===== src/design/assert_macros.svh =====
// ----------------------------------------------------------------------------
// Assertion macros
// Shared concurrent assertion wrappers for the sorted timer set RTL.
// ----------------------------------------------------------------------------
`ifndef ASSERT_MACROS_SVH
`define ASSERT_MACROS_SVH

`ifndef ASSERT_OFF

// Property must hold at every clock edge outside reset
`define ASSERT_PROP(label, clk, rst, prop, msg) \
   label: assert property (@(posedge clk) disable iff (rst) (prop)) else $error(msg);

// Condition must never be true outside reset
`define ASSERT_NEVER(label, clk, rst, cond, msg) \
   label: assert property (@(posedge clk) disable iff (rst) !(cond)) else $error(msg);

`else

`define ASSERT_PROP(label, clk, rst, prop, msg)
`define ASSERT_NEVER(label, clk, rst, cond, msg)

`endif

`endif


===== src/design/sts_pkg.sv =====
// ----------------------------------------------------------------------------
// sts_pkg
// Types, widths and codes shared by the sorted timer set modules.
// ----------------------------------------------------------------------------
`default_nettype none

package sts_pkg;

   // Field widths
   localparam int ACT_W = 2;
   localparam int ID_W  = 4;
   localparam int TMO_W = 31;
   localparam int NOW_W = 40;
   localparam int EXP_W = 41;
   localparam int REM_W = 32;

   // Number of distinct timer identifiers the id field can name
   localparam int NUM_IDS = 16;

   // Default number of timers
   localparam int TIMERS_DEF = 16;

   // Depth of the command queue between front and back
   localparam int CMD_QUEUE_DEPTH = 2;

   // Remaining-time answers
   localparam logic signed [REM_W-1:0] REM_NONE = -32'sd1;

   typedef enum logic [ACT_W-1:0] {
      ACT_INSERT = 2'd0,
      ACT_CANCEL = 2'd1,
      ACT_TICK   = 2'd2,
      ACT_QUERY  = 2'd3
   } action_type;

   typedef enum logic {
      KIND_FIRED  = 1'b0,
      KIND_ANSWER = 1'b1
   } kind_type;

   typedef enum logic [1:0] {
      ST_IDLE,
      ST_FIND,
      ST_PLACE,
      ST_FIRE
   } back_state_type;

   // Classified command: stamp is the expiry for insert, the current time otherwise
   typedef struct packed {
      action_type            act;
      logic [ID_W-1:0]       id;
      logic [EXP_W-1:0]      stamp;
   } cmd_type;

endpackage

`default_nettype wire


===== src/design/sts_front.sv =====
// ----------------------------------------------------------------------------
// sts_front
// Accepts request transactions, drops inserts and cancels on identifiers
// outside the timer range, computes expiry stamps and pushes commands.
// ----------------------------------------------------------------------------
`default_nettype none

module sts_front #(
   parameter int TIMERS = sts_pkg::TIMERS_DEF
) (
   input  wire logic                     start,
   input  wire logic [sts_pkg::ACT_W-1:0] req_action,
   input  wire logic [sts_pkg::ID_W-1:0]  req_timer_id,
   input  wire logic [sts_pkg::TMO_W-1:0] req_timeout_ms,
   input  wire logic [sts_pkg::NOW_W-1:0] req_now_ms,
   input  wire logic                     queue_full,
   output      logic                     push,
   output      sts_pkg::cmd_type         push_cmd
);
   import sts_pkg::*;

   localparam int SLOTS = (TIMERS < NUM_IDS) ? TIMERS : NUM_IDS;

   action_type act;
   logic       id_ok;
   logic       drop;

   // Decode and validate the request
   always_comb begin
      act   = action_type'(req_action);
      id_ok = (ID_W + 1)'(req_timer_id) < (ID_W + 1)'(SLOTS);
      drop  = ((act == ACT_INSERT) || (act == ACT_CANCEL)) && !id_ok;
   end

   // Build the command, with the expiry sum for inserts
   always_comb begin
      push_cmd.act = act;
      push_cmd.id  = req_timer_id;
      if (act == ACT_INSERT) begin
         push_cmd.stamp = EXP_W'(req_now_ms) + EXP_W'(req_timeout_ms);
      end else begin
         push_cmd.stamp = EXP_W'(req_now_ms);
      end
      push = start && !queue_full && !drop;
   end

endmodule

`default_nettype wire


===== src/design/sts_queue.sv =====
// ----------------------------------------------------------------------------
// sts_queue
// Short command queue that decouples the front from the list engine.
// ----------------------------------------------------------------------------
`default_nettype none
`include "assert_macros.svh"

module sts_queue (
   input  wire logic             clock,
   input  wire logic             reset,
   input  wire logic             push,
   input  wire sts_pkg::cmd_type push_cmd,
   input  wire logic             pop,
   output      logic             full,
   output      logic             head_valid,
   output      sts_pkg::cmd_type head_cmd
);
   import sts_pkg::*;

   localparam int DEPTH = CMD_QUEUE_DEPTH;
   localparam int PTR_W = (DEPTH > 1) ? $clog2(DEPTH) : 1;
   localparam int CNT_W = $clog2(DEPTH + 1);

   cmd_type            entry_ff [DEPTH];
   logic [PTR_W-1:0]   wr_ptr_ff, wr_ptr_in;
   logic [PTR_W-1:0]   rd_ptr_ff, rd_ptr_in;
   logic [CNT_W-1:0]   count_ff,  count_in;

   // Advance pointers and occupancy
   always_comb begin
      wr_ptr_in = wr_ptr_ff;
      rd_ptr_in = rd_ptr_ff;
      count_in  = count_ff;
      if (push) begin
         wr_ptr_in = (wr_ptr_ff == PTR_W'(DEPTH - 1)) ? '0 : wr_ptr_ff + PTR_W'(1);
      end
      if (pop) begin
         rd_ptr_in = (rd_ptr_ff == PTR_W'(DEPTH - 1)) ? '0 : rd_ptr_ff + PTR_W'(1);
      end
      if (push && !pop) begin
         count_in = count_ff + CNT_W'(1);
      end else if (pop && !push) begin
         count_in = count_ff - CNT_W'(1);
      end
   end

   always_ff @(posedge clock) begin
      if (reset) begin
         wr_ptr_ff <= '0;
         rd_ptr_ff <= '0;
         count_ff  <= '0;
      end else begin
         wr_ptr_ff <= wr_ptr_in;
         rd_ptr_ff <= rd_ptr_in;
         count_ff  <= count_in;
      end
   end

   // Store the pushed command
   always_ff @(posedge clock) begin
      if (push) begin
         entry_ff[wr_ptr_ff] <= push_cmd;
      end
   end

   assign full       = (count_ff == CNT_W'(DEPTH));
   assign head_valid = (count_ff != '0);
   assign head_cmd   = entry_ff[rd_ptr_ff];

   `ASSERT_NEVER(a_no_push_full, clock, reset, push && full && !pop, "push into full queue")
   `ASSERT_NEVER(a_no_pop_empty, clock, reset, pop && !head_valid, "pop from empty queue")
   `ASSERT_PROP(a_count_bound, clock, reset, count_ff <= CNT_W'(DEPTH), "queue overflow")

endmodule

`default_nettype wire


===== src/design/sts_back.sv =====
// ----------------------------------------------------------------------------
// sts_back
// List engine: keeps armed timers in slots sorted by expiry, walks the slots
// one per cycle for cancel and sorted insert, fires expired timers on tick
// and answers remaining-time queries through a registered result port.
// ----------------------------------------------------------------------------
`default_nettype none
`include "assert_macros.svh"

module sts_back #(
   parameter int TIMERS = sts_pkg::TIMERS_DEF
) (
   input  wire logic                      clock,
   input  wire logic                      reset,
   input  wire logic                      head_valid,
   input  wire sts_pkg::cmd_type          head_cmd,
   output      logic                      pop,
   output      logic                      rsp_valid,
   output      logic                      rsp_kind,
   output      logic [sts_pkg::ID_W-1:0]  rsp_fired_id,
   output      logic signed [sts_pkg::REM_W-1:0] rsp_remaining_ms,
   output      logic                      rsp_last
);
   import sts_pkg::*;

   localparam int SLOTS = (TIMERS < NUM_IDS) ? TIMERS : NUM_IDS;
   localparam int PW    = $clog2(SLOTS);
   localparam int CW    = $clog2(SLOTS + 1);

   back_state_type           state_ff, state_in;
   cmd_type                  cur_ff, cur_in;
   logic [PW-1:0]            pos_ff, pos_in;
   logic [CW-1:0]            count_ff, count_in;
   logic [SLOTS-1:0]         armed_ff, armed_in;
   logic [ID_W-1:0]          slot_id_ff  [SLOTS];
   logic [ID_W-1:0]          slot_id_in  [SLOTS];
   logic [EXP_W-1:0]         slot_exp_ff [SLOTS];
   logic [EXP_W-1:0]         slot_exp_in [SLOTS];

   logic                     rsp_valid_ff, rsp_valid_in;
   logic                     rsp_kind_ff, rsp_kind_in;
   logic [ID_W-1:0]          rsp_id_ff, rsp_id_in;
   logic signed [REM_W-1:0]  rsp_rem_ff, rsp_rem_in;
   logic                     rsp_last_ff, rsp_last_in;

   logic                     shl_en, shr_en;
   logic [PW-1:0]            shift_pos;
   logic                     head_armed, cur_armed;
   logic [EXP_W-1:0]         diff;
   logic signed [REM_W-1:0]  query_rem;
   logic                     fire0, fire1;

   assign head_armed = armed_ff[head_cmd.id[PW-1:0]];
   assign cur_armed  = armed_ff[cur_ff.id[PW-1:0]];

   // Remaining time to the head of the list, saturated
   always_comb begin
      diff = slot_exp_ff[0] - head_cmd.stamp;
      if (count_ff == '0) begin
         query_rem = REM_NONE;
      end else if (slot_exp_ff[0] <= head_cmd.stamp) begin
         query_rem = '0;
      end else if (diff[EXP_W-1:REM_W-1] != '0) begin
         query_rem = {1'b0, {(REM_W - 1){1'b1}}};
      end else begin
         query_rem = {1'b0, diff[REM_W-2:0]};
      end
   end

   // Expiry checks on the two head slots for tick
   assign fire0 = (count_ff != '0) && (slot_exp_ff[0] <= cur_ff.stamp);
   assign fire1 = (count_ff > CW'(1)) && (slot_exp_ff[1] <= cur_ff.stamp);

   // Sequencer: next state, list control and result
   always_comb begin
      state_in     = state_ff;
      cur_in       = cur_ff;
      pos_in       = pos_ff;
      count_in     = count_ff;
      armed_in     = armed_ff;
      pop          = 1'b0;
      shl_en       = 1'b0;
      shr_en       = 1'b0;
      shift_pos    = pos_ff;
      rsp_valid_in = 1'b0;
      rsp_kind_in  = KIND_FIRED;
      rsp_id_in    = '0;
      rsp_rem_in   = '0;
      rsp_last_in  = 1'b0;
      case (state_ff)
         ST_IDLE: begin
            if (head_valid) begin
               pop    = 1'b1;
               cur_in = head_cmd;
               pos_in = '0;
               case (head_cmd.act)
                  ACT_INSERT: begin
                     state_in = head_armed ? ST_FIND : ST_PLACE;
                  end
                  ACT_CANCEL: begin
                     state_in = head_armed ? ST_FIND : ST_IDLE;
                  end
                  ACT_TICK: begin
                     state_in = ST_FIRE;
                  end
                  ACT_QUERY: begin
                     rsp_valid_in = 1'b1;
                     rsp_kind_in  = KIND_ANSWER;
                     rsp_rem_in   = query_rem;
                     rsp_last_in  = 1'b1;
                  end
                  default: begin
                     state_in = ST_IDLE;
                  end
               endcase
            end
         end
         ST_FIND: begin
            // Walk until the slot holding this timer, then close the gap
            if (slot_id_ff[pos_ff] == cur_ff.id) begin
               shl_en                      = 1'b1;
               armed_in[cur_ff.id[PW-1:0]] = 1'b0;
               count_in                    = count_ff - CW'(1);
               pos_in                      = '0;
               state_in = (cur_ff.act == ACT_INSERT) ? ST_PLACE : ST_IDLE;
            end else begin
               pos_in = pos_ff + PW'(1);
            end
         end
         ST_PLACE: begin
            // Skip entries expiring at or before the new one, then open a slot
            if ((CW'(pos_ff) < count_ff) && (slot_exp_ff[pos_ff] <= cur_ff.stamp)) begin
               pos_in = pos_ff + PW'(1);
            end else begin
               shr_en                      = 1'b1;
               armed_in[cur_ff.id[PW-1:0]] = 1'b1;
               count_in                    = count_ff + CW'(1);
               state_in                    = ST_IDLE;
            end
         end
         ST_FIRE: begin
            // Pop one expired head per cycle
            if (fire0) begin
               shl_en                         = 1'b1;
               shift_pos                      = '0;
               armed_in[slot_id_ff[0][PW-1:0]] = 1'b0;
               count_in                       = count_ff - CW'(1);
               rsp_valid_in                   = 1'b1;
               rsp_kind_in                    = KIND_FIRED;
               rsp_id_in                      = slot_id_ff[0];
               rsp_last_in                    = !fire1;
               if (!fire1) begin
                  state_in = ST_IDLE;
               end
            end else begin
               state_in = ST_IDLE;
            end
         end
         default: begin
            state_in = ST_IDLE;
         end
      endcase
   end

   // Slot list shifts
   always_comb begin
      for (int i = 0; i < SLOTS; i++) begin
         slot_id_in[i]  = slot_id_ff[i];
         slot_exp_in[i] = slot_exp_ff[i];
      end
      if (shl_en) begin
         for (int i = 0; i < SLOTS - 1; i++) begin
            if (PW'(i) >= shift_pos) begin
               slot_id_in[i]  = slot_id_ff[i + 1];
               slot_exp_in[i] = slot_exp_ff[i + 1];
            end
         end
      end
      if (shr_en) begin
         for (int i = 1; i < SLOTS; i++) begin
            if (PW'(i) > shift_pos) begin
               slot_id_in[i]  = slot_id_ff[i - 1];
               slot_exp_in[i] = slot_exp_ff[i - 1];
            end
         end
         slot_id_in[shift_pos]  = cur_ff.id;
         slot_exp_in[shift_pos] = cur_ff.stamp;
      end
   end

   // Control registers
   always_ff @(posedge clock) begin
      if (reset) begin
         state_ff     <= ST_IDLE;
         count_ff     <= '0;
         armed_ff     <= '0;
         rsp_valid_ff <= 1'b0;
      end else begin
         state_ff     <= state_in;
         count_ff     <= count_in;
         armed_ff     <= armed_in;
         rsp_valid_ff <= rsp_valid_in;
      end
   end

   // Payload registers
   always_ff @(posedge clock) begin
      cur_ff      <= cur_in;
      pos_ff      <= pos_in;
      rsp_kind_ff <= rsp_kind_in;
      rsp_id_ff   <= rsp_id_in;
      rsp_rem_ff  <= rsp_rem_in;
      rsp_last_ff <= rsp_last_in;
      for (int i = 0; i < SLOTS; i++) begin
         slot_id_ff[i]  <= slot_id_in[i];
         slot_exp_ff[i] <= slot_exp_in[i];
      end
   end

   assign rsp_valid        = rsp_valid_ff;
   assign rsp_kind         = rsp_kind_ff;
   assign rsp_fired_id     = rsp_id_ff;
   assign rsp_remaining_ms = rsp_rem_ff;
   assign rsp_last         = rsp_last_ff;

   `ASSERT_PROP(a_count_armed, clock, reset, $countones(armed_ff) == int'(count_ff), "count mismatch")
   `ASSERT_PROP(a_find_armed, clock, reset, (state_ff == ST_FIND) |-> cur_armed, "search for unarmed timer")
   `ASSERT_PROP(a_answer_last, clock, reset, (rsp_valid_ff && rsp_kind_ff) |-> rsp_last_ff, "answer not last")

endmodule

`default_nettype wire


===== src/design/sorted_timer_set.sv =====
// ----------------------------------------------------------------------------
// sorted_timer_set
// One-shot timers kept in a list sorted by expiry, with insert, cancel,
// tick and remaining-time query commands.
// ----------------------------------------------------------------------------
// A request is taken when start is high and busy is low; busy rises only when
// the two-entry command queue is full. Results appear on the rsp_ ports for
// one cycle each, flagged by rsp_valid, and cannot be held off: the receiver
// must take every strobe. Inserts and cancels on identifiers beyond the timer
// count are dropped at the input. Once a command leaves the queue, a query
// answers through the registered result port; a cancel of an armed timer
// walks the list to its slot and closes the gap; an insert first removes
// the timer if it was armed, then walks past entries expiring at or before
// it and opens a slot; a tick pops expired heads in order, with fired
// results on consecutive cycles. Cancel and insert walks are done by the
// list engine, which compares one list slot per cycle.
// ----------------------------------------------------------------------------
`default_nettype none

module sorted_timer_set #(
   parameter int TIMERS = sts_pkg::TIMERS_DEF
) (
   input  wire logic                       clock,
   input  wire logic                       reset,
   input  wire logic                       start,
   output      logic                       busy,
   input  wire logic [sts_pkg::ACT_W-1:0]  req_action,
   input  wire logic [sts_pkg::ID_W-1:0]   req_timer_id,
   input  wire logic [sts_pkg::TMO_W-1:0]  req_timeout_ms,
   input  wire logic [sts_pkg::NOW_W-1:0]  req_now_ms,
   output      logic                       rsp_valid,
   output      logic                       rsp_kind,
   output      logic [sts_pkg::ID_W-1:0]   rsp_fired_id,
   output      logic signed [sts_pkg::REM_W-1:0] rsp_remaining_ms,
   output      logic                       rsp_last
);
   import sts_pkg::*;

   logic    push;
   cmd_type push_cmd;
   logic    queue_full;
   logic    head_valid;
   cmd_type head_cmd;
   logic    pop;

   assign busy = queue_full;

   // Classify incoming transactions
   sts_front #(
      .TIMERS (TIMERS)
   ) u_front (
      .start          (start),
      .req_action     (req_action),
      .req_timer_id   (req_timer_id),
      .req_timeout_ms (req_timeout_ms),
      .req_now_ms     (req_now_ms),
      .queue_full     (queue_full),
      .push           (push),
      .push_cmd       (push_cmd)
   );

   // Hold commands between front and list engine
   sts_queue u_queue (
      .clock      (clock),
      .reset      (reset),
      .push       (push),
      .push_cmd   (push_cmd),
      .pop        (pop),
      .full       (queue_full),
      .head_valid (head_valid),
      .head_cmd   (head_cmd)
   );

   // Carry out commands on the sorted list
   sts_back #(
      .TIMERS (TIMERS)
   ) u_back (
      .clock            (clock),
      .reset            (reset),
      .head_valid       (head_valid),
      .head_cmd         (head_cmd),
      .pop              (pop),
      .rsp_valid        (rsp_valid),
      .rsp_kind         (rsp_kind),
      .rsp_fired_id     (rsp_fired_id),
      .rsp_remaining_ms (rsp_remaining_ms),
      .rsp_last         (rsp_last)
   );

endmodule

`default_nettype wire

===== config.mk =====
export PLATFORM = sky130hd
export DESIGN_NAME = sorted_timer_set
export DESIGN_NICKNAME = d
export VERILOG_FILES = /design/src/design/sts_pkg.sv /design/src/design/sts_front.sv /design/src/design/sts_queue.sv /design/src/design/sts_back.sv /design/src/design/sorted_timer_set.sv
export VERILOG_INCLUDE_DIRS = /design/src /design/src/design
export SDC_FILE = /design/constraint.sdc
export NUM_CORES = 2
export LEC_CHECK = 0
export CAP_MARGIN = 20
export CORE_MARGIN = 5
export CORE_UTILIZATION = 50
export DETAILED_ROUTE_END_ITERATION = 8
export DONT_BUFFER_PORTS = 1
export SLEW_MARGIN = 10
export SYNTH_ARGS = -nofsm -noshare
export SYNTH_HDL_FRONTEND = slang
export SYNTH_SLANG_ARGS = --single-unit

===== constraint.sdc =====
create_clock -name clock -period 17.45 [get_ports clock]
set_input_delay 0.8725 -clock clock [delete_from_list [all_inputs] [get_ports clock]]
set_output_delay 0.8725 -clock clock [all_outputs]
set_load 0.005 [all_outputs]

### After elaboration in Yosys (flattened, before gate mapping)

Memory sizes are Yosys's and may differ from the RTL's. A register that Yosys moved wholly into a read port is not among the register bits.
Index checks and enable logic that the tools add are counted.

| storage, ports and cells | value |
|---|---|
| register bits | 117 |
| memory bits (writable) | 814 |
| output and inout bits | 40 |
| word-level logic and storage cells | 277 |
| memories kept | 3 |

| operators by class | value |
|---|---|
| $add $sub $neg | 9 |
| magnitude comparators | 43 |
| equality and inequality tests | 15 |
| multiplexer cells | 156 |
| bitwise operators | 6 |
| reductions and logical operators | 30 |

Memories:

| name | depth | width | rd ports | clocked after memory_dff | write ports | line | source |
|---|---|---|---|---|---|---|---|
| u_back.slot_exp_ff | 16 | 41 | 17 | 1 | 16 | sts_back.sv:37 | `logic [EXP_W-1:0] slot_exp_ff [SLOTS];` |
| u_queue.entry_ff | 2 | 47 | 1 | 1 | 1 | sts_queue.sv:24 | `cmd_type entry_ff [DEPTH];` |
| u_back.slot_id_ff | 16 | 4 | 17 | 1 | 16 | sts_back.sv:35 | `logic [ID_W-1:0] slot_id_ff [SLOTS];` |

Operators with widths:

| operator | count |
|---|---|
| two-way mux 41 bit | 47 |
| bitwise mux 656 bit | 1 |
| two-way mux 656 bit | 1 |
| two-way mux 615 bit | 1 |
| two-way mux 4 bit | 53 |
| demux 41 bit (select 4 bit) | 1 |
| less-or-equal comparator 41 bit | 4 |
| bitwise mux 64 bit | 1 |
| two-way mux 64 bit | 1 |
| two-way mux 31 bit | 2 |
| two-way mux 60 bit | 1 |
| two-way mux 16 bit | 3 |
| one-hot mux 16 bit (3 select lines) | 1 |
| adder 40 x 31 -> 41 bit | 1 |
| subtractor 41 bit | 1 |
| AND 16 bit | 2 |
| greater-than comparator 4 bit (first input constant) | 8 |
| two-way mux 32 bit | 1 |
| inverter 16 bit | 2 |
| >= comparator 4 bit (first input constant) | 7 |
| two-way mux 1 bit | 19 |
| two-way mux 2 bit | 9 |
| demux 4 bit (select 4 bit) | 1 |
| >= comparator 3 x 4 -> 1 bit (first input constant) | 4 |
| 46 further kinds | 87 |

### Logic depth before layout (Yosys ltp)

An unclocked memory read counts as a cell.

| logic depth | value |
|---|---|
| word-level depth | 12 |
| mapped depth | 20 |
| gate-level depth less buffers | 13 |

### Hierarchy

A second synthesis with hierarchy kept.

| unflattened totals | value |
|---|---|
| cells, all modules | 5662 |
| area total of the unflattened synthesis | 55806.0 µm² |

By module, submodules not included:

| module | instances | cells an instance | area each (µm²) | sequential area each (µm²) |
|---|---|---|---|---|
| sts_back | 1 | 5165 | 49991.7 | 17717.0 |
| sts_queue | 1 | 168 | 3608.5 | 2922.8 |
| sts_front | 1 | 329 | 2205.9 | 0.0 |

### Worst setup path after synthesis

No wires, ideal clock.

| path | value |
|---|---|
| path kind | flip-flop to flip-flop |
| start | reg (tool-made name) |
| end | mem u_back.slot_exp_ff[15][0] (enable) |
| library setup time | 0.427 ns |
| arrival | 5.963 ns |
| data required time | 17.023 ns |
| path slack | 11.060 ns |
| stages on the path, launching flop included | 18 |
| buffers on the path | 7 |
| cell sequence | dfxtp_1 buf_2 buf_1 buf_1 mux4_2 mux4_2 ha_1 nand4_1 and4bb_1 o2111ai_1 o211ai_1 o31a_1 o211ai_2 inv_2 buf_6 buf_2 clkbuf_1 clkbuf_1 |

RTL lines:

| what | line |
|---|---|
| end: declaration | sts_back.sv:37 |

==> out/metrics.cfg <==
[run_status]
outcome=complete, but fails checks
violations=DRC

[floorplan]
core_region_area_sq_mm=0.1102
die-area_sq_mm=0.1174
initial_core_util=0.5019
rows=122
die_w_um=342.6
ioPinCount=120
die_h_um=342.6

[critical_path]
cp.arrival_ns=9.81
max_stage_delay_ns=0.84
crit_path_frequent_cell=buf_4
worst_setup_path_start_kind=flip-flop
path_cells=buf_12 > buf_4 > mux4_2 > mux4_2 > ha_1 > nand4_1 > and4bb_1 > o2111ai_1 > o211ai_1 > o31a_1 > o211ai_4 > inv_8 > buf_4 > buf_4 > o21a_4 > buf_4 > a222oi_1 > o21ai_1
worst_ep_required_time_ns=18.09
worstSetupEndpointType=flip-flop
path_buf_inv=6
critPathKind=flip-flop to flip-flop
crit_fanout=85
path_delay_family=buffers and inverters
crit_slowest_cell=buf_4

[sta]
finalMaxSlewViolations=0
max-slew-margin-rel=0.1043
clock.fmax_mhz=109.1
min_period_over_period=0.5254
min_period_ns=9.169
setup_viol_count_final=0
tightest_slew_ns=1.344
fin_skew_ns=0.03674
rsz0062_at_grt=false
timing.final.ws_setup_ns=8.281
hold_viol=0
tns_ns=0

[layout]
nets=5802
register_area_sq_mm=0.02065
fin_cells=7098
drive_gt1_frac=0.1247
final_area_sq_mm=0.06054
area_growth_pct=9.454
fillers=9810
multi_input_comb_area_sq_mm=0.03194

[pwr]
netSwitchingPower_w=0.006375
power-per-cell-area_mw_per_mm2=225.4
comb_power_share=0.480
ir_drop_mv=0.1249
clock_power_share=0.187
p_leak_nw=23.33
p_int_w=0.007273
switching_share=0.4671
pwr-share-seq=0.333

[global_route]
grt_pass1_vias=48560
grt_usage=0.3937
grt_pass1_wl_um=342300
grt_max_degree=121
overflow=0
antenna_found_initial=14

[clocking]
clk_pin_slew_ns=0.06
clock-sinks=936
cts_tree=done
post_cts_buffers=0
cts_root_buffer=clkbuf_16
postCtsResizedCells=0
numCtsBuffers=108
htree_levels=3
clock_latency_ns=0.73
postCtsHoldBufs=0
clockBufferDepth=3

[place]
dp_cells=6884
placed_cell_area_sq_mm=0.05653
post-place-ws_ns=8.456
place_congestion=1.001
io_buffers=0
hpwl_um=151500

[route]
vias_per_cell=7.384
drtPass1Iterations=9
drc=1
ant_nets=0
vias=52410
drt-total-wl_um=241800
wl_per_cell_um=34.06
drtIter0Drc=9814

[yosys]
synthArstFlopShare=0
ys_seq_elements=936
synthFlopType=dfxtp_1
ys_types=100
synthTopCellsByArea=dfxtp_1, edfxtp_1, mux4_2, mux2i_1, ha_1
yosys.cell_count.top_type=dfxtp_1
ys_warn_count=0
netlist_area_sq_mm=0.05531
syn-num-nets=6071
synth-edff-count=190
synth_top_area_frac=0.2700
synth_area_leader_cell=dfxtp_1
avgSynthCellArea_sq_um=9.574
synth_common_cells=dfxtp_1, nand2_1, clkbuf_1
ys_seq_area_frac=0.3732
synthCells=5777

[flow_run]
cap_violations=0

[worst_hold_path]
hold_path.class=input port to flip-flop

## power by group through the flow
stage,sequential [W],clock [W],combinational [W]
after floorplan,0.00386,0,0.00446
after global placement,0.00447,0,0.00616
after detailed placement,0.00446,0,0.00626
after CTS,0.00443,0.00255,0.00630
after global routing,0.00460,0.00264,0.00687
final,0.00454,0.00255,0.00656
## cells in the final DEF (no fill, tap or decap), drive strengths merged, types with 91 or more instances in the layout
| cell | instances |
|---|---|
| nand2 | 625 |
| mux2i | 340 |
| a31oi | 117 |
| a211oi | 147 |
| a222oi | 132 |
| edfxtp | 190 |
| ha | 212 |
| buf | 150 |
| a21oi | 219 |
| dfxtp | 746 |
| nand3 | 91 |
| clkbuf | 151 |
| nor2 | 175 |
| a22oi | 133 |
| o21ai | 403 |
| inv | 242 |
| o22ai | 254 |
| mux4 | 219 |
## flip-flops by register name, summed over array words and instances (netlist names), 5 cells and up, named ones only
register	count
u_back.slot_exp_ff	656
u_queue.entry_ff	94
u_back.rsp_remaining_ms	32
u_back.slot_id_ff	64
u_back.count_ff	5
u_back.armed_ff	16
u_back.cur_ff	47
## layout make-up
type | instances | area share
Sequential cell | 936 | 0.3412
Clock buffer | 151 | 0.05254
Antenna cell | 6 | 0.0002480
Clock inverter | 55 | 0.01281
Tap cell | 1488 | 0.03075
Timing Repair Buffer | 150 | 0.01988
Inverter | 241 | 0.01507
Multi-Input combinational cell | 4071 | 0.5275
## metrics by stage
stage | power, W | hold slack (ns) | utilization
after CTS | 0.01327 | 0.1995 | 0.5488
after global placement | 0.01063 | 0.4489 | 0.5126
after global routing | 0.01410 | 0.2232 | 0.5492
after detailed placement | 0.01071 | 0.4512 | 0.5129
final | 0.01365 | 0.2318 | 0.5493
after floorplan | 0.008319 | 0.4380 | -
## cells by family (layout without fill, tap and decap cells)
| family | count (synthesis) | count (layout) | synth area share |
|---|---|---|---|
| compound gates | 1982 | 1982 | 0.2522 |
| xor+xnor | 68 | 68 | 0.01104 |
| fa+ha+maj | 214 | 214 | 0.04868 |
| buf+inv | 770 | 597 | 0.05882 |
| flops | 936 | 936 | 0.3732 |
| mux | 569 | 569 | 0.1527 |
| other cells | 0 | 6 | 0 |
| simple gates | 1238 | 1238 | 0.1034 |
## per-layer routing
| metal | GRT usage | routed length, um | vias up | share of wire |
|---|---|---|---|---|
| li1 | - | - | 21870 | - |
| met1 | 0.5029 | 88700 | 25220 | 0.37 |
| met2 | 0.5670 | 99630 | 4332 | 0.41 |
| met3 | 0.1527 | 36530 | 978 | 0.15 |
| met4 | 0.2279 | 16590 | 20 | 0.069 |
| met5 | 0.007761 | 328 | - | 0.0014 |
## final timing paths
kind                            start                   endpoint  slack [ns]  depth (start not counted)
setup reg to reg            flip-flop  u_back.slot_exp_ff[5][25]        8.28                         18
setup / recovery            flip-flop  u_back.slot_exp_ff[5][25]        8.28                         18
hold reg to reg   u_back.armed_ff[10]        u_back.armed_ff[10]        0.46                          2
hold / removal                  reset                  flip-flop        0.23                          1
## worst reg2reg max path: stages (launching register included)
cell	delay (ns)
dfxtp_4	0.82
buf_12	0.67
buf_4	0.72
mux4_2	0.65
mux4_2	0.50
ha_1	0.39
nand4_1	0.25
and4bb_1	0.40
o2111ai_1	0.13
o211ai_1	0.19
o31a_1	0.24
o211ai_4	0.12
inv_8	0.38
buf_4	0.61
buf_4	0.80
o21a_4	0.78
buf_4	0.88
a222oi_1	0.45
o21ai_1	0.14
Note: power is estimated with default switching activity, not from simulation.
